[src/rtl/tcpc_pkg.sv]
// shared types and constants of the tcp pseudo-header checksum unit
`timescale 1ns / 1ps
package tcpc_pkg;

	localparam int MAX_SEGMENT_BYTES = 65535;
	localparam int CNT_W = 17;
	localparam int LEN_W = 16;
	localparam int ASUM_W = 18;

	localparam logic [CNT_W-1:0] CNT_SAT = CNT_W'(MAX_SEGMENT_BYTES + 1);
	localparam logic [LEN_W-1:0] LEN_MAX = LEN_W'(MAX_SEGMENT_BYTES);

	localparam int Q_AW = 1;
	localparam int Q_DEPTH = 1 << Q_AW;

	localparam int PADDR_W = 3;
	localparam logic REG_PROTOCOL = 1'b0;
	localparam logic REG_ZERO_TO_ONES = 1'b1;

	localparam logic [7:0] PROTOCOL_RESET = 8'd6;
	localparam logic ZERO_TO_ONES_RESET = 1'b1;

	typedef struct packed {
		logic [15:0]       seg_sum;
		logic [ASUM_W-1:0] addr_sum;
		logic [LEN_W-1:0]  seg_len;
		logic              over;
	} seg_rec_t;

	typedef struct packed {
		logic [7:0] protocol;
		logic       zero_to_ones;
	} cfg_t;

endpackage

[src/rtl/tcpc_front.sv]
// front end: accepts segment words, keeps running sum, byte count and address sum
`timescale 1ns / 1ps
module tcpc_front import tcpc_pkg::*; (
	input  logic              clk,
	input  logic              arst_n,
	input  logic              in_valid,
	output logic              in_ready,
	input  logic [15:0]       data_word,
	input  logic              first_item,
	input  logic              last_item,
	input  logic              single_byte,
	input  logic [31:0]       source_address,
	input  logic [31:0]       dest_address,
	input  logic              q_full,
	output logic              q_push,
	output seg_rec_t          q_rec
);

	logic [15:0]       sum_q;
	logic [CNT_W-1:0]  count_q;
	logic [ASUM_W-1:0] addr_q;

	logic [15:0]       sum_base;
	logic [CNT_W-1:0]  count_base;
	logic [ASUM_W-1:0] addr_next;
	logic [15:0]       word;
	logic [16:0]       sum_wide;
	logic [15:0]       sum_next;
	logic [CNT_W:0]    count_wide;
	logic [CNT_W-1:0]  count_next;
	logic              over;
	logic              xfer;

	assign in_ready = !q_full;
	assign xfer = in_valid && in_ready;

	always_comb begin
		sum_base = first_item ? 16'd0 : sum_q;
		count_base = first_item ? '0 : count_q;
		addr_next = first_item
			? (ASUM_W'(source_address[31:16]) + ASUM_W'(source_address[15:0])
				+ ASUM_W'(dest_address[31:16]) + ASUM_W'(dest_address[15:0]))
			: addr_q;
		word = (last_item && single_byte) ? {data_word[15:8], 8'h00} : data_word;
		sum_wide = {1'b0, sum_base} + {1'b0, word};
		sum_next = sum_wide[15:0] + {15'd0, sum_wide[16]};
		count_wide = {1'b0, count_base}
			+ ((last_item && single_byte) ? (CNT_W+1)'(1) : (CNT_W+1)'(2));
		count_next = (count_wide > {1'b0, CNT_SAT}) ? CNT_SAT : count_wide[CNT_W-1:0];
		over = count_next > CNT_W'(MAX_SEGMENT_BYTES);
		q_rec.seg_sum = sum_next;
		q_rec.addr_sum = addr_next;
		q_rec.seg_len = over ? LEN_MAX : count_next[LEN_W-1:0];
		q_rec.over = over;
	end

	assign q_push = xfer && last_item;

	always_ff @(posedge clk or negedge arst_n) begin
		if (!arst_n) begin
			sum_q <= '0;
			count_q <= '0;
			addr_q <= '0;
		end else if (xfer) begin
			addr_q <= addr_next;
			if (last_item) begin
				sum_q <= '0;
				count_q <= '0;
			end else begin
				sum_q <= sum_next;
				count_q <= count_next;
			end
		end
	end

endmodule

[src/rtl/tcpc_queue.sv]
// short queue of finished segment records between front and back
`timescale 1ns / 1ps
module tcpc_queue import tcpc_pkg::*; (
	input  logic     clk,
	input  logic     arst_n,
	input  logic     push,
	input  seg_rec_t push_rec,
	output logic     full,
	input  logic     pop,
	output logic     not_empty,
	output seg_rec_t pop_rec
);

	seg_rec_t          mem_q [Q_DEPTH];
	logic [Q_AW-1:0]   wr_q;
	logic [Q_AW-1:0]   rd_q;
	logic [Q_AW:0]     fill_q;

	assign full = fill_q == (Q_AW+1)'(Q_DEPTH);
	assign not_empty = fill_q != '0;
	assign pop_rec = mem_q[rd_q];

	always_ff @(posedge clk) begin
		if (push) begin
			mem_q[wr_q] <= push_rec;
		end
	end

	always_ff @(posedge clk or negedge arst_n) begin
		if (!arst_n) begin
			wr_q <= '0;
			rd_q <= '0;
			fill_q <= '0;
		end else begin
			if (push) begin
				wr_q <= wr_q + 1'b1;
			end
			if (pop) begin
				rd_q <= rd_q + 1'b1;
			end
			if (push && !pop) begin
				fill_q <= fill_q + 1'b1;
			end else if (pop && !push) begin
				fill_q <= fill_q - 1'b1;
			end
		end
	end

endmodule

[src/rtl/tcpc_back.sv]
// back end: adds the pseudo-header, folds, complements and holds the result
`timescale 1ns / 1ps
module tcpc_back import tcpc_pkg::*; (
	input  logic             clk,
	input  logic             arst_n,
	input  cfg_t             cfg,
	input  logic             q_not_empty,
	input  seg_rec_t         q_rec,
	output logic             q_pop,
	output logic             out_valid,
	input  logic             out_ready,
	output logic [15:0]      checksum,
	output logic [LEN_W-1:0] segment_bytes,
	output logic             length_overflow
);

	logic              valid_q;
	logic [15:0]       ck_q;
	logic [LEN_W-1:0]  len_q;
	logic              over_q;

	logic [18:0] total;
	logic [16:0] fold1;
	logic [15:0] fold2;
	logic [15:0] ck;

	always_comb begin
		total = 19'(q_rec.seg_sum) + 19'(q_rec.addr_sum) + 19'(cfg.protocol)
			+ 19'(q_rec.seg_len);
		fold1 = {1'b0, total[15:0]} + {14'd0, total[18:16]};
		fold2 = fold1[15:0] + {15'd0, fold1[16]};
		ck = ~fold2;
		if (ck == 16'd0 && cfg.zero_to_ones) begin
			ck = 16'hffff;
		end
	end

	assign q_pop = q_not_empty && (!valid_q || out_ready);

	always_ff @(posedge clk or negedge arst_n) begin
		if (!arst_n) begin
			valid_q <= 1'b0;
		end else if (!valid_q || out_ready) begin
			valid_q <= q_not_empty;
		end
	end

	always_ff @(posedge clk) begin
		if (q_pop) begin
			ck_q <= ck;
			len_q <= q_rec.seg_len;
			over_q <= q_rec.over;
		end
	end

	assign out_valid = valid_q;
	assign checksum = ck_q;
	assign segment_bytes = len_q;
	assign length_overflow = over_q;

endmodule

[src/rtl/tcp_pseudo_header_checksum_unit.sv]
// top level of the tcp pseudo-header checksum unit with its register port
//
// Input channel (in_valid/in_ready): one big-endian 16-bit segment word per
// transfer, with first_item, last_item, single_byte and the IPv4 addresses,
// which are taken on a first word. The checksum field must already be zero.
// Output channel (out_valid/out_ready): one result per last word, carrying
// the checksum, the counted segment length (saturated at 65535) and an
// overflow flag.
// Throughput: one word per cycle while the record queue is not full, set
// by the sum and count update in the front end. The result of a last
// word is written into a two-entry record queue and then moved into the
// output register in the back end, which drives out_valid.
// When the receiver stalls, the queue and output register hold up to three
// results; after that in_ready drops until the receiver takes one.
// Reset clears the sums, the byte count, the queue and the output valid and
// sets protocol_number to 6 and zero_to_ones_enable to 1.
// Registers: 0x0 protocol_number [7:0], 0x4 zero_to_ones_enable [0].
`timescale 1ns / 1ps
module tcp_pseudo_header_checksum_unit import tcpc_pkg::*; (
	input  logic               clk,
	input  logic               arst_n,
	input  logic               psel,
	input  logic               penable,
	input  logic               pwrite,
	input  logic [PADDR_W-1:0] paddr,
	input  logic [31:0]        pwdata,
	output logic [31:0]        prdata,
	output logic               pready,
	input  logic               in_valid,
	output logic               in_ready,
	input  logic [15:0]        data_word,
	input  logic               first_item,
	input  logic               last_item,
	input  logic               single_byte,
	input  logic [31:0]        source_address,
	input  logic [31:0]        dest_address,
	output logic               out_valid,
	input  logic               out_ready,
	output logic [15:0]        checksum,
	output logic [15:0]        segment_bytes,
	output logic               length_overflow
);

	cfg_t     cfg_q;
	logic     q_full;
	logic     q_push;
	logic     q_pop;
	logic     q_not_empty;
	seg_rec_t push_rec;
	seg_rec_t pop_rec;
	logic     reg_idx;

	assign pready = 1'b1;
	assign reg_idx = paddr[2];

	always_ff @(posedge clk or negedge arst_n) begin
		if (!arst_n) begin
			cfg_q.protocol <= PROTOCOL_RESET;
			cfg_q.zero_to_ones <= ZERO_TO_ONES_RESET;
		end else if (psel && penable && pwrite) begin
			unique case (reg_idx)
				REG_PROTOCOL: cfg_q.protocol <= pwdata[7:0];
				REG_ZERO_TO_ONES: cfg_q.zero_to_ones <= pwdata[0];
				default: ;
			endcase
		end
	end

	always_comb begin
		unique case (reg_idx)
			REG_PROTOCOL: prdata = {24'd0, cfg_q.protocol};
			REG_ZERO_TO_ONES: prdata = {31'd0, cfg_q.zero_to_ones};
			default: prdata = '0;
		endcase
	end

	tcpc_front u_front (
		.clk            (clk),
		.arst_n         (arst_n),
		.in_valid       (in_valid),
		.in_ready       (in_ready),
		.data_word      (data_word),
		.first_item     (first_item),
		.last_item      (last_item),
		.single_byte    (single_byte),
		.source_address (source_address),
		.dest_address   (dest_address),
		.q_full         (q_full),
		.q_push         (q_push),
		.q_rec          (push_rec)
	);

	tcpc_queue u_queue (
		.clk       (clk),
		.arst_n    (arst_n),
		.push      (q_push),
		.push_rec  (push_rec),
		.full      (q_full),
		.pop       (q_pop),
		.not_empty (q_not_empty),
		.pop_rec   (pop_rec)
	);

	tcpc_back u_back (
		.clk             (clk),
		.arst_n          (arst_n),
		.cfg             (cfg_q),
		.q_not_empty     (q_not_empty),
		.q_rec           (pop_rec),
		.q_pop           (q_pop),
		.out_valid       (out_valid),
		.out_ready       (out_ready),
		.checksum        (checksum),
		.segment_bytes   (segment_bytes),
		.length_overflow (length_overflow)
	);

endmodule
[config.mk]
export PLATFORM = sky130hd
export DESIGN_NAME = tcp_pseudo_header_checksum_unit
export DESIGN_NICKNAME = d
export VERILOG_FILES = /design/src/rtl/tcpc_pkg.sv /design/src/rtl/tcpc_front.sv /design/src/rtl/tcpc_queue.sv /design/src/rtl/tcpc_back.sv /design/src/rtl/tcp_pseudo_header_checksum_unit.sv
export SDC_FILE = /design/constraint.sdc
export NUM_CORES = 1
export LEC_CHECK = 0
export ABC_AREA = 0
export BUFFER_PORTS_ARGS = -buffer_cell sky130_fd_sc_hd__clkbuf_2
export CORE_ASPECT_RATIO = 0.5
export CORE_MARGIN = 2
export CORE_UTILIZATION = 25
export CTS_CLUSTER_SIZE = 24
export DETAILED_ROUTE_END_ITERATION = 8
export HOLD_SLACK_MARGIN = 0.12
export PLACE_DENSITY = 0.52
export SYNTH_ARGS = -nofsm -noshare
export SYNTH_HDL_FRONTEND = slang
export SYNTH_SLANG_ARGS = --single-unit
[constraint.sdc]
create_clock -name clk -period 20.2 [get_ports clk]
set_input_delay 5.05 -clock clk [delete_from_list [all_inputs] [get_ports clk]]
set_output_delay 5.05 -clock clk [all_outputs]
set_load 0.02 [all_outputs]
[After elaboration in Yosys (flattened, before gate mapping)]
Memories as Yosys holds them, arrays and structs flattened.
Index checks and enable logic that the tools add are counted.
Cells by class
  add/sub/neg operators: 15
  $lt $le $gt $ge: 2
  equal/unequal tests: 1
  muxes and demuxes: 14
  bitwise logic cells: 2
  reduce and logical (&&, ||, !) cells: 19
Operators by type and width (count)
  $pmux W32 S2: 1
  $mux W17: 3
  $mux W16: 3
  $add A18 B16 Y18: 2
  $add A16 B16 Y17: 2
  $add A16 B1 Y16: 2
  $add A16 B18 Y19: 1
  $add A19 B16 Y19: 1
  $add A19 B8 Y19: 1
  $add A17 B18 Y18: 1
  $gt A18 B17 Y1 const B: 1
  $mux W18: 1
  $add A16 B3 Y17: 1
  $gt A17 B16 Y1 const B: 1
  $logic_not A16 Y1: 1
  $not A16 Y16: 1
  $logic_and A1 B1 Y1: 9
  $mux W8: 1
  $mux W2: 3
  $logic_not A1 Y1: 4
  $reduce_and A2 Y1: 2
  $reduce_bool A2 Y1: 2
  $add A1 B1 Y1 const B: 2
  $add A2 B1 Y2 const B: 1
  5 further kinds: 6
Word-level totals
  register bits after elaboration: 98
  memory bits (writable): 102
  input port bits: 125
  output and inout bits: 68
  word-level logic and storage cells: 66
  memories kept: 1
Memories
  u_queue.mem_q: words 2, bits a word 51, read ports 1, clocked after Yosys merged registers in 0, write ports 1, line tcpc_queue.sv:14  | seg_rec_t mem_q [Q_DEPTH];

[Logic depth before layout (Yosys ltp)]
Gate-level depths: netlist (run 1).
An unclocked memory read counts as a cell.
  word-level depth: 9
  gate-level depth with buffers: 39
  gate-level depth less buffers: 35

[Modules after synthesis]
From an unflattened synthesis (run 1), not the netlist that was laid out.
Second synthesis, totals
  cells, all modules: 1271
  area total of the unflattened synthesis: 14345.0 um2
Modules (own cells, without submodules)
  tcpc_front: times used 1, cells each 654, area each 5791.8 um2, sequential area each 1276.2 um2
  tcpc_queue: times used 1, cells each 175, area each 4121.5 um2, sequential area each 3163.0 um2
  tcpc_back: times used 1, cells each 386, area each 3781.1 um2, sequential area each 1016.0 um2
  tcp_pseudo_header_checksum_unit: times used 1, cells each 56, area each 650.6 um2, sequential area each 229.0 um2

[Least setup slack after synthesis (run 1)]
OpenSTA, ideal clock, no wires.
  path type: input -> output
  start: input paddr[2]
  end: output prdata[0]
  data arrival time: 5.722 ns
  setup slack: 9.428 ns
  stages: 2
  buffers on the path: 1
  cell sequence: clkbuf_1 -> mux2_2
On the way
  word-level cells in the longest chain between the ends: 2
RTL lines
  start: declaration: line tcp_pseudo_header_checksum_unit.sv:25  | input logic [PADDR_W-1:0] paddr,
  $not A1 Y1 (no line)
  $pmux W32 S2 (*): line tcp_pseudo_header_checksum_unit.sv:70  | unique case (reg_idx)
  end: declaration: line tcp_pseudo_header_checksum_unit.sv:27  | output logic [31:0] prdata,
Mark *: on every way between the ends. The rest lies on a longest branch, timed or not. The select of a mux whose other input is x is not followed.

[Worst setup path in the final report (run 1)]
Same ends and word-level chain as after synthesis.

==> impl_results.md, run 1 <==
* Final Hold Vio Count at 0
* Die Y at 170 um
* Seq/Total Area, Yosys at 41.1%
* Initial antenna violation count at 0
* Fin Setup TNS at 0 ns
* Syn_area_per_cell at 10.5 um^2
* Slew margin rel. at 23.6%
* PostCTS Resize Cnt at 0
* GRT Overall Usage at 11.2%
* Pins over their slew limit at 0
* Post-synth top flop: edfxtp_1
* DRT antenna net count at 0
* Syn Std Cell Area at 13800 um^2
* FFs w/ async S/R, synth at 32.5%
* Post-layout net count at 1711
* First-pass DRT Iterations at 4
* Rows at 60
* N_diodes at 0
* Crit path kind: primary input to primary output
* Most area-consuming cells after synthesis: edfxtp_1 (29%), dfrtp_1 (11%), ha_1 (7.7%)
* Core area at 54200 um^2
* Clk sinks at 200
* First-pass GRT wire length at 51.0 mm
* CTS clk-pin slew, worst paths at 0.09 ns
* Initial Util at 25.5%
* RSZ-0062 raised after global routing: false
* Vias in the first global route at 9291
* Netlist cell types at 83
* Yosys reg bits at 200
* Crit end category: primary output
* Post-Synth XOR/XNOR Area at 5.91%
* Cts hold-fix bufs at 0
* Max Fanout on Critical Path at 10
* DRT iter0 DRCs at 421
* # fillers at 5707
* Post-synth top cells: inv_1 (140), edfxtp_1 (135), nand2_1 (114)
* Worst r2r path cells at 35
* Die area at 57400 um^2
* Crit path time final at 10.80 ns
* Worst-margin pin slew at 1.14 ns
* Post-DR vias/cell at 4.34
* Met2 usage at 18.6%
* Synth warn at 0
* Fmax achieved at 0.0926 GHz
* Detailed placement HPWL at 24.7 mm
* Synth area leader: edfxtp_1
* Setup crit start kind: primary input
* TritonCTS clock tree: yes
* Max-Cap Viols at 0
* Drt drc at 0
* Post-CTS Setup Inserts at 0
* Worst hold start: u_front.sum_q[0]
* Largest family of logic cells by synthesized area: adder cells
* CTS buffer count at 17
* Compound-cell area share of the yosys netlist at 12.1%
* Final wirelength at 31.9 mm
* Fraction of the mapped netlist area in adder cells at 14.3%
* Fraction of synthesized area in multiplexers at 6.65%
* Final setup viols at 0
* Routed WL per cell at 14.4 um
* Pin count of the biggest net entering global routing at 66
* R2r startpoint: u_queue.rd_q
* Die Width at 337 um
* Share of layout cells above drive strength 1 at 18.0%
* GRT met1 Usage at 16.0%
* Layer carrying the most global-route usage: met2
* Top cell type's share of synthesized area at 29.3%
* Beginning of the critical path: paddr[2]
* Cells after Synth at 1323
* GRT Residual Overflow at 0
* Placer's final routability congestion estimate at 0.812
* WHS at 0.477 ns
* P&R area growth vs syn at 15.0%
* Root Buffer: clkbuf_16
* Buffers on Ports at 141
* Routed via count at 9606
* Worst hold stages at 2
* Worst-Skew Late Latency at 0.45 ns
* Outcome: finished clean
* Clock Path Buffers at 2
* Met3 usage at 1.12%
* Crit share post-route at 53.5%
* EDFF count, synth at 135
* Crit path DAT at 5.75 ns
* CTS H-Tree Depth at 4
* Most instantiated library cell after synthesis: inv_1
* Worst EP required at 15.15 ns
* Synth Area in Simple Gates at 13.7%
* Worst Skew at 0.0171 ns
* Boundary Pins at 193
* Worst Hold Class: register to register
[layout by cell type, fill, tap and decap left out, types with 7 or more instances in the layout]
cell type | synthesis | layout
a21oi_1 | 31 | 31
o21a_1 | 14 | 14
nand3_1 | 29 | 29
a21o_1 | 15 | 15
nor4_1 | 7 | 7
o31ai_1 | 8 | 8
fa_1 | 45 | 45
o21ai_0 | 49 | 49
conb_1 | 2 | 25
xnor2_1 | 61 | 61
a211o_1 | 10 | 10
xor2_1 | 28 | 28
o21ai_1 | 14 | 14
or2_2 | 10 | 10
mux2_2 | 48 | 48
o21bai_1 | 7 | 7
or3_1 | 7 | 7
nor2b_1 | 30 | 30
and3_1 | 18 | 17
mux2i_1 | 38 | 38
inv_1 | 140 | 140
a211oi_1 | 9 | 9
a22o_1 | 15 | 15
nand2b_1 | 10 | 10
edfxtp_1 | 135 | 135
nor3_1 | 25 | 25
ha_1 | 85 | 85
and2_1 | 23 | 23
nand4_1 | 13 | 13
clkbuf_2 | 0 | 140
dfrtp_1 | 62 | 61
clkbuf_16 | 0 | 17
nor2_1 | 65 | 64
buf_4 | 27 | 11
o211ai_1 | 9 | 9
nand2_1 | 114 | 114
[sequential cells by signal, indices dropped and copies added (netlist names)]
register	flops
u_queue.mem_q	102
u_back.segment_bytes	16
u_queue.wr_q	1
u_back.out_valid	1
u_queue.rd_q	1
u_back.checksum	16
u_front.count_q	17
u_front.addr_q	18
u_front.sum_q	16
u_queue.fill_q	2
cfg_q	9
u_back.length_overflow	1
[per-stage QoR]
step | utilization, % | setup WS, ns | cell area [um^2] | cells
floorplan | - | 9.43 | 13900 | 1346
global placement | 28.3 | 9.40 | 15300 | 2181
detailed placement | 28.3 | 9.40 | 15300 | 2181
CTS | 29.4 | 9.40 | 15900 | 2213
global route | 29.4 | 9.29 | 15900 | 2213
finish | 29.4 | 9.40 | 15900 | 2213
[layout make-up]
class	count	area [um^2]	area share, %
Clock inverter	14	165	1.04
Clock buffer	18	429	2.70
Inverter	140	526	3.30
Timing Repair Buffer	152	788	4.95
Tap cell	744	931	5.85
Multi-Input combinational cell	945	7390	46.4
Sequential cell	200	5690	35.7
[metal layers]
layer / vias up / wire length [um]
li1: 4898 / -
met4: 0 / 300
met2: 101 / 14900
met3: 17 / 591
met1: 4590 / 16100
met5: - / 0
[critical path, cell delays in order]
cell and delay, ns:
clkbuf_2 0.19, mux2_2 0.35, clkbuf_2 0.15
[final timing paths]
check,endpoint,slack [ns]
min in group asynchronous,u_front.addr_q[0],4.82
setup / recovery,prdata[0],9.40
max in group asynchronous,u_queue.rd_q,14.72
setup reg to reg,u_back.checksum[3],10.38
hold / removal,u_front.sum_q[0],0.48
hold reg to reg,u_front.sum_q[0],0.48
[logic make-up after synthesis]
logic type | Yosys count
compound gates | 235
flops | 200
fa+ha+maj | 131
mux | 86
xor+xnor | 91
other cells | 2
simple gates | 377
buf+inv | 201
Power of run 1 is left out: the tool's default activity adds up to more than one toggle a clock period on the data nets, which glitch-free logic cannot reach.
==> inputs of run 2 (changes only) <==
--- a/config.mk
+++ b/config.mk
@@ -5,7 +5,7 @@
 export SDC_FILE = /design/constraint.sdc
 export NUM_CORES = 1
 export LEC_CHECK = 0
-export ABC_AREA = 0
+export ABC_AREA = 1
 export BUFFER_PORTS_ARGS = -buffer_cell sky130_fd_sc_hd__clkbuf_2
 export CORE_ASPECT_RATIO = 0.5
 export CORE_MARGIN = 2
@@ -13,7 +13,7 @@
 export CTS_CLUSTER_SIZE = 24
 export DETAILED_ROUTE_END_ITERATION = 8
 export HOLD_SLACK_MARGIN = 0.12
-export PLACE_DENSITY = 0.52
+export PLACE_DENSITY = 0.54
 export SYNTH_ARGS = -nofsm -noshare
 export SYNTH_HDL_FRONTEND = slang
 export SYNTH_SLANG_ARGS = --single-unit
==> constraint.sdc (replaced) <==
create_clock -name clk -period 9.56 [get_ports clk]
set_input_delay 2.39 -clock clk [delete_from_list [all_inputs] [get_ports clk]]
set_output_delay 2.39 -clock clk [all_outputs]
set_load 0.02 [all_outputs]
==> run 2 against run 1 <==
Against the previous run: setup slack got worse by 8.4 ns; critical path depth increased by 44; cell count grew 17%; cell area rose by 1.8%; clock skew up 0.0012 ns; register-to-register slack got worse by 9.4 ns; global-route usage up 0.55 points; clock-buffer cell count shrank 1.
==> impl_results.md, run 2 <==
* Worst Hold Class: register to register
* Biggest regs: u_queue.mem_q x102, u_front.addr_q x18, u_front.count_q x17
* Core area at 55600 um^2 (+2.5%)
* Crit path kind: register to register
* Synth area leader: edfxtp_1
* Routed met2 length at 15.7 mm (+5.5%)
* CTS clk-pin slew, worst paths at 0.08 ns (about the same)
* GRT Residual Overflow at 0 (unchanged)
* Commonest non-fill, non-tap cell in the layout: nand2_1
* Number of flip-flops in the largest register at 102 (unchanged)
* Routed via count at 10700 (+12%)
* Die area at 58300 um^2 (+1.7%)
* M1 WL at 16.8 mm (+4.0%)
* Crit-path slowest cell: fa_1
* Top Metal Used: met4
* Max-Cap Viols at 0 (unchanged)
* Slowest cell delay on critical path at 0.55 ns (+0.20 ns)
* Detailed placement HPWL at 26.6 mm (+7.9%)
* Top cell by count, worst path: nand2_1
* Most instantiated library cell after synthesis: nand2_1
* Clock Path Buffers at 2 (unchanged)
* N_diodes at 0 (unchanged)
* Synth warn at 0 (unchanged)
* Seq/Total Area, Yosys at 40.4% (-0.69 points)
* Crit path DAT at 8.74 ns (+2.99 ns)
* Cts hold-fix bufs at 0 (unchanged)
* Worst-Skew Late Latency at 0.46 ns (about the same)
* Hold EP: u_front.addr_q[7]
* GRT Overall Usage at 11.8% (+0.55 points)
* DRT iter0 DRCs at 666 (+58%)
* CTS buffer count at 17 (unchanged)
* R2r setup slk at 1.02 ns (-9.36 ns)
* Post-DR vias/cell at 4.16 (-4.2%)
* Placer's final routability congestion estimate at 0.837 (+3.1%)
* Slew margin rel. at 20.0% (-3.7 points)
* Worst r2r path cells at 47 (+34%)
* Buffers on Ports at 141 (unchanged)
* R2r startpoint: u_queue.rd_q
* Met3 WL post-DR at 776 um (+31%)
* Rows at 61 (+1.7%)
* Yosys reg bits at 200 (unchanged)
* First-pass GRT wire length at 54.0 mm (+5.9%)
* Worst Skew at 0.0184 ns (+0.00123 ns)
* Commonest non-fill, non-tap cells in the layout: nand2_1 (401), inv_1 (305), clkbuf_2 (140)
* Post-synth top flop: edfxtp_1
* Crit path time final at 8.54 ns
* Initial Util at 25.3% (-0.20 points)
* Fin Setup TNS at 0 ns (unchanged)
* Share of layout cells above drive strength 1 at 13.7% (-4.3 points)
* EDFF count, synth at 135 (unchanged)
* Setup crit start kind: register
* Post-layout net count at 2068 (+21%)
* CTS H-Tree Depth at 4 (unchanged)
* Worst-margin pin slew at 1.20 ns (+0.0557 ns)
* First-pass DRT Iterations at 5 (+1)
* Final wirelength at 33.7 mm (+5.6%)
* Routed WL per cell at 13.0 um (-9.5%)
* Worst EP required at 9.76 ns (-5.39 ns)
* Max Fanout on Critical Path at 52 (+42)
* Die Width at 340 um (+0.84%)
* Die Y at 172 um (+0.83%)
* Cells after Synth at 1678 (+27%)
* Top cell type's share of synthesized area at 28.8% (-0.49 points)
* P&R area growth vs syn at 15.0% (about the same)
* Syn Std Cell Area at 14100 um^2 (+1.7%)
* TritonCTS clock tree: yes
* Root Buffer: clkbuf_16
* Outcome: finished clean
* Pin count of the biggest net entering global routing at 66 (unchanged)
* Final Hold Vio Count at 0 (unchanged)
* Initial antenna violation count at 0 (unchanged)
* Worst hold start: u_front.addr_q[7]
* Crit share post-route at 89.3%
* Crit end category: register
* Netlist cell types at 50 (-40%)
* FFs w/ async S/R, synth at 32.5% (unchanged)
* Syn_area_per_cell at 8.39 um^2 (-20%)
* RSZ-0062 raised after global routing: false
* Clk sinks at 200 (unchanged)
* RR Endpoint: u_back.checksum[5]
* Pins over their slew limit at 0 (unchanged)
* DRT antenna net count at 0 (unchanged)
* Drt drc at 0 (unchanged)
* Most area-consuming cells after synthesis: edfxtp_1 (29%), dfrtp_1 (11%), nand2_1 (11%)
* Post-synth top cells: nand2_1 (401), inv_1 (305), edfxtp_1 (135)
* Boundary Pins at 193 (unchanged)
* Vias in the first global route at 10200 (+10%)
* Final setup viols at 0 (unchanged)
* Fmax achieved at 0.117 GHz
* Worst hold stages at 2 (unchanged)
* Most flops, register: u_queue.mem_q
## run 2: cell types whose count changed after synthesis, moves of 19 or more
cell	previous run	this run
inv_1	140	305
nor2b_1	30	0
o21ai_0	49	68
nand3_1	29	73
xnor2_1	61	19
a21oi_1	31	63
nand2_1	114	401
nor2_1	65	124
and2_1	23	1
mux2_2	48	0
## run 2: kinds of logic after synthesis
group                    synth area share [%]
flip-flops                               40.4
AND/OR/NAND/NOR                          21.3
adder cells (fa/ha/maj)                  14.0
multiplexers                             1.56
other                                  0.0533
AO/OA/AOI/OAI                            7.98
buffers and inverters                    10.6
XOR/XNOR                                 4.16
## run 2: repair_timing
| action | CTS | global route |
|---|---|---|
| resized for setup | 0 | 2 |
| setup endpoints to repair | 0 | 16 |
| endpoints found under the hold margin | 0 | 0 |
| setup buffers | 0 | 0 |
## run 2: final cells by class
class | instances | area, um^2
Multi-Input combinational cell | 1133 | 7010
Clock inverter | 15 | 175
Fill cell | 6009 | 39400
Tap cell | 756 | 946
Inverter | 310 | 1160
Sequential cell | 200 | 5690
Timing Repair Buffer | 151 | 785
Clock buffer | 17 | 425
## run 2: routing by layer
metal / vias up / global-route usage (%)
met5: - / 0
met3: 24 / 1.57
li1: 5590 / -
met4: 0 / 2.73
met1: 5001 / 16.2
met2: 120 / 19.8
## run 2: through the flow
step           instance area, um^2  utilization (%)  std cells  hold WS, ns  worst slack, ns
2_1_floorplan                14200                -       1701        0.446             2.03
3_3_place_gp                 15600             28.0       2550        0.461            0.809
3_5_place_dp                 15600             28.0       2550        0.463            0.677
4_1_cts                      16200             29.1       2582        0.483            0.642
5_1_grt                      16200             29.1       2582        0.500           0.0837
6_report                     16200             29.1       2582        0.483             1.02
## run 2: worst max-delay path by stage
stage,startpoint,endpoint,slack (ns),cells after the start
after floorplan,u_queue.rd_q,u_back.checksum[5],2.03,50
after global routing,u_queue.rd_q,u_back.checksum[4],0.08,47
final,u_queue.rd_q,u_back.checksum[5],1.02,47
after detailed placement,u_queue.rd_q,u_back.checksum[5],0.68,48
after CTS,u_queue.rd_q,u_back.checksum[5],0.64,48
after global placement,u_queue.rd_q,u_back.checksum[1],0.81,48
## run 2: critical path, delay by kind of cell, from the launching register on
| kind | cells | cell delay [ns] |
|---|---|---|
| simple gates | 30 | 3.77 |
| fa+ha+maj | 6 | 2.38 |
| compound gates | 5 | 0.76 |
| buf+inv | 5 | 0.68 |
| flops | 1 | 0.38 |
| xor+xnor | 1 | 0.30 |
Power of run 2 is left out for the same reason.
==> inputs of run 3 (changes only) <==
==> constraint.sdc (replaced) <==
create_clock -name clk -period 7.72 [get_ports clk]
set_input_delay 1.93 -clock clk [delete_from_list [all_inputs] [get_ports clk]]
set_output_delay 1.93 -clock clk [all_outputs]
set_load 0.02 [all_outputs]
==> run 3 against run 2 <==
Against the previous run: cell area is 9.9% higher; register-to-register slack worse by 0.67 ns; sequential cell count unchanged; critical path type unchanged; critical endpoint is now u_back.checksum[10]; largest cell class unchanged.
==> impl_results.md, run 3 (same netlist as run 2, synthesis figures left out) <==
* Outcome: finished clean
* Worst r2r path cells at 50 (+6.4%)
* Inst Count DP at 2651 (+4.0%)
* Worst-Skew Late Latency at 0.46 ns (about the same)
* Beginning of the critical path: u_queue.rd_q
* Placer's final routability congestion estimate at 0.840 (+0.37%)
* Final Hold Vio Count at 0 (unchanged)
* CTS clk-pin slew, worst paths at 0.09 ns (about the same)
* Final std cells w/o fill at 2707 (+4.8%)
* Buf+Inv Stages, Crit Path at 9 (+4)
* CTS buffer count at 17 (unchanged)
* Max-Cap Viols at 0 (unchanged)
* Initial antenna violation count at 1 (+1)
* Pin count of the biggest net entering global routing at 66 (unchanged)
* Max Fanout on Critical Path at 8 (-85%)
* Setup crit start kind: register
* Biggest regs: u_queue.mem_q x102, u_front.addr_q x18, u_front.count_q x17
* Post-DR vias/cell at 4.17 (+0.27%)
* Clock Path Buffers at 2 (unchanged)
* Die Y at 172 um (unchanged)
* Worst Skew at 0.0168 ns (-0.00160 ns)
* Final wirelength at 36.3 mm (+7.8%)
* Stages on worst setup path at 50 (+6.4%)
* N_diodes at 0 (unchanged)
* Final setup viols at 0 (unchanged)
* Hold EP: u_queue.fill_q[0]
* Die Width at 340 um (unchanged)
* GRT Overall Usage at 12.2% (+0.39 points)
* Slowest cell delay on critical path at 0.56 ns (about the same)
* Fin Setup TNS at 0 ns (unchanged)
* Crit path kind: register to register
* TritonCTS clock tree: yes
* Share of layout cells above drive strength 1 at 23.8% (+10 points)
* Slew margin rel. at 18.8% (-1.1 points)
* Worst hold stages at 1 (-1)
* CTS H-Tree Depth at 4 (unchanged)
* Post-layout net count at 2193 (+6.0%)
* Worst hold start: u_queue.fill_q[0]
* First-pass GRT wire length at 55.8 mm (+3.3%)
* Routed WL per cell at 13.4 um (+2.9%)
* Crit path time final at 7.37 ns (-1.17 ns)
* Drt drc at 0 (unchanged)
* Core area at 55600 um^2 (unchanged)
* Critical path's top delay family: simple AND/OR/NAND/NOR gates
* Crit path DAT at 7.58 ns (-1.16 ns)
* DRT iter0 DRCs at 594 (-11%)
* Rows at 61 (unchanged)
* Root Buffer: clkbuf_16
* Vias in the first global route at 10800 (+5.2%)
* Routed via count at 11300 (+5.1%)
* R2r setup slk at 0.35 ns (-0.67 ns)
* RR Endpoint: u_back.checksum[10]
* Worst-margin pin slew at 1.22 ns (+0.0170 ns)
* RSZ-0062 raised after global routing: true
* Pins over their slew limit at 0 (unchanged)
* Cts hold-fix bufs at 0 (unchanged)
* Crit end category: register
* Commonest non-fill, non-tap cells in the layout: nand2_1 (378), inv_1 (292), clkbuf_2 (140)
* Initial Util at 25.3% (unchanged)
* Crit-path slowest cell: fa_1
* Die area at 58300 um^2 (unchanged)
* Clk sinks at 200 (unchanged)
* Fmax achieved at 0.136 GHz (+16%)
* R2r startpoint: u_queue.rd_q
* P&R area growth vs syn at 26.4%
* Detailed placement HPWL at 27.7 mm (+4.0%)
* Most flops, register: u_queue.mem_q
* Worst EP required at 7.93 ns (-1.83 ns)
* Crit share post-route at 95.5% (+6.1 points)
* DRT antenna net count at 0 (unchanged)
* Buffers on Ports at 141 (unchanged)
* First-pass DRT Iterations at 8 (+3)
* WHS at 0.478 ns (-0.00529 ns)
* Commonest non-fill, non-tap cell in the layout: nand2_1
* GRT Residual Overflow at 0 (unchanged)
* Worst Hold Class: register to register
* Boundary Pins at 193 (unchanged)
* Number of flip-flops in the largest register at 102 (unchanged)
-- run 3: cell types whose count changed in the layout (fill, tap and decap cells not counted), sizes merged --
cell,change
clkinv,-3
buf,+122
inv,+2
clkbuf,+4
-- run 3: layout make-up --
cell class                 count  area (um^2)
multi-input combinational   1133         7560
sequential                   200         5690
tap                          756          946
clock inverter                14          170
clock buffer                  18          429
inverter                     310         1170
timing repair buffer         276         1840
fill                        5918        37800
-- run 3: how the worst max path moves through the flow --
stage and endpoint:
3_5_place_dp u_back.checksum[1], 5_1_grt u_back.checksum[14], 6_report u_back.checksum[10], 4_1_cts u_back.checksum[1], 2_1_floorplan u_back.checksum[5], 3_3_place_gp u_back.checksum[1]
-- run 3: worst reg2reg max path, delay by kind of cell (launching register included) --
family | cells | cell delay (ns)
AOI/OAI and AO/OA | 5 | 0.58
xor gates and xnor gates | 1 | 0.19
adders and majority gates | 5 | 1.77
buffers and inverters | 9 | 1.09
DFF | 1 | 0.48
muxes | 1 | 0.17
and+or+nand+nor | 29 | 2.84
-- run 3: per-layer routing --
layer / GRT usage [%] / wire [um] / vias up
met2: 21.2 / 17800 / 152
met4: 2.71 / 388 / 0
met1: 16.0 / 17200 / 5277
met5: 0 / 0 / -
li1: - / - / 5832
met3: 1.90 / 993 / 24
-- run 3: timing repair --
| action | CTS | global route |
|---|---|---|
| resized for setup | 10 | 134 |
| setup endpoints to repair | 16 | 16 |
| gates cloned | 1 | 3 |
| hold endpoints to repair | 0 | 0 |
| setup buffers | 0 | 21 |
| pin swaps | 7 | 57 |
-- run 3: per-stage QoR --
stage | worst slack [ns] | util (%) | area, um^2
floorplan | 0.191 | - | 14200
global placement | -0.0471 | 29.5 | 16400
detailed placement | -0.121 | 29.5 | 16400
CTS | 0.0163 | 30.7 | 17000
global route | -0.134 | 32.0 | 17800
finish | 0.350 | 32.0 | 17800
Power of run 3 is left out for the same reason.
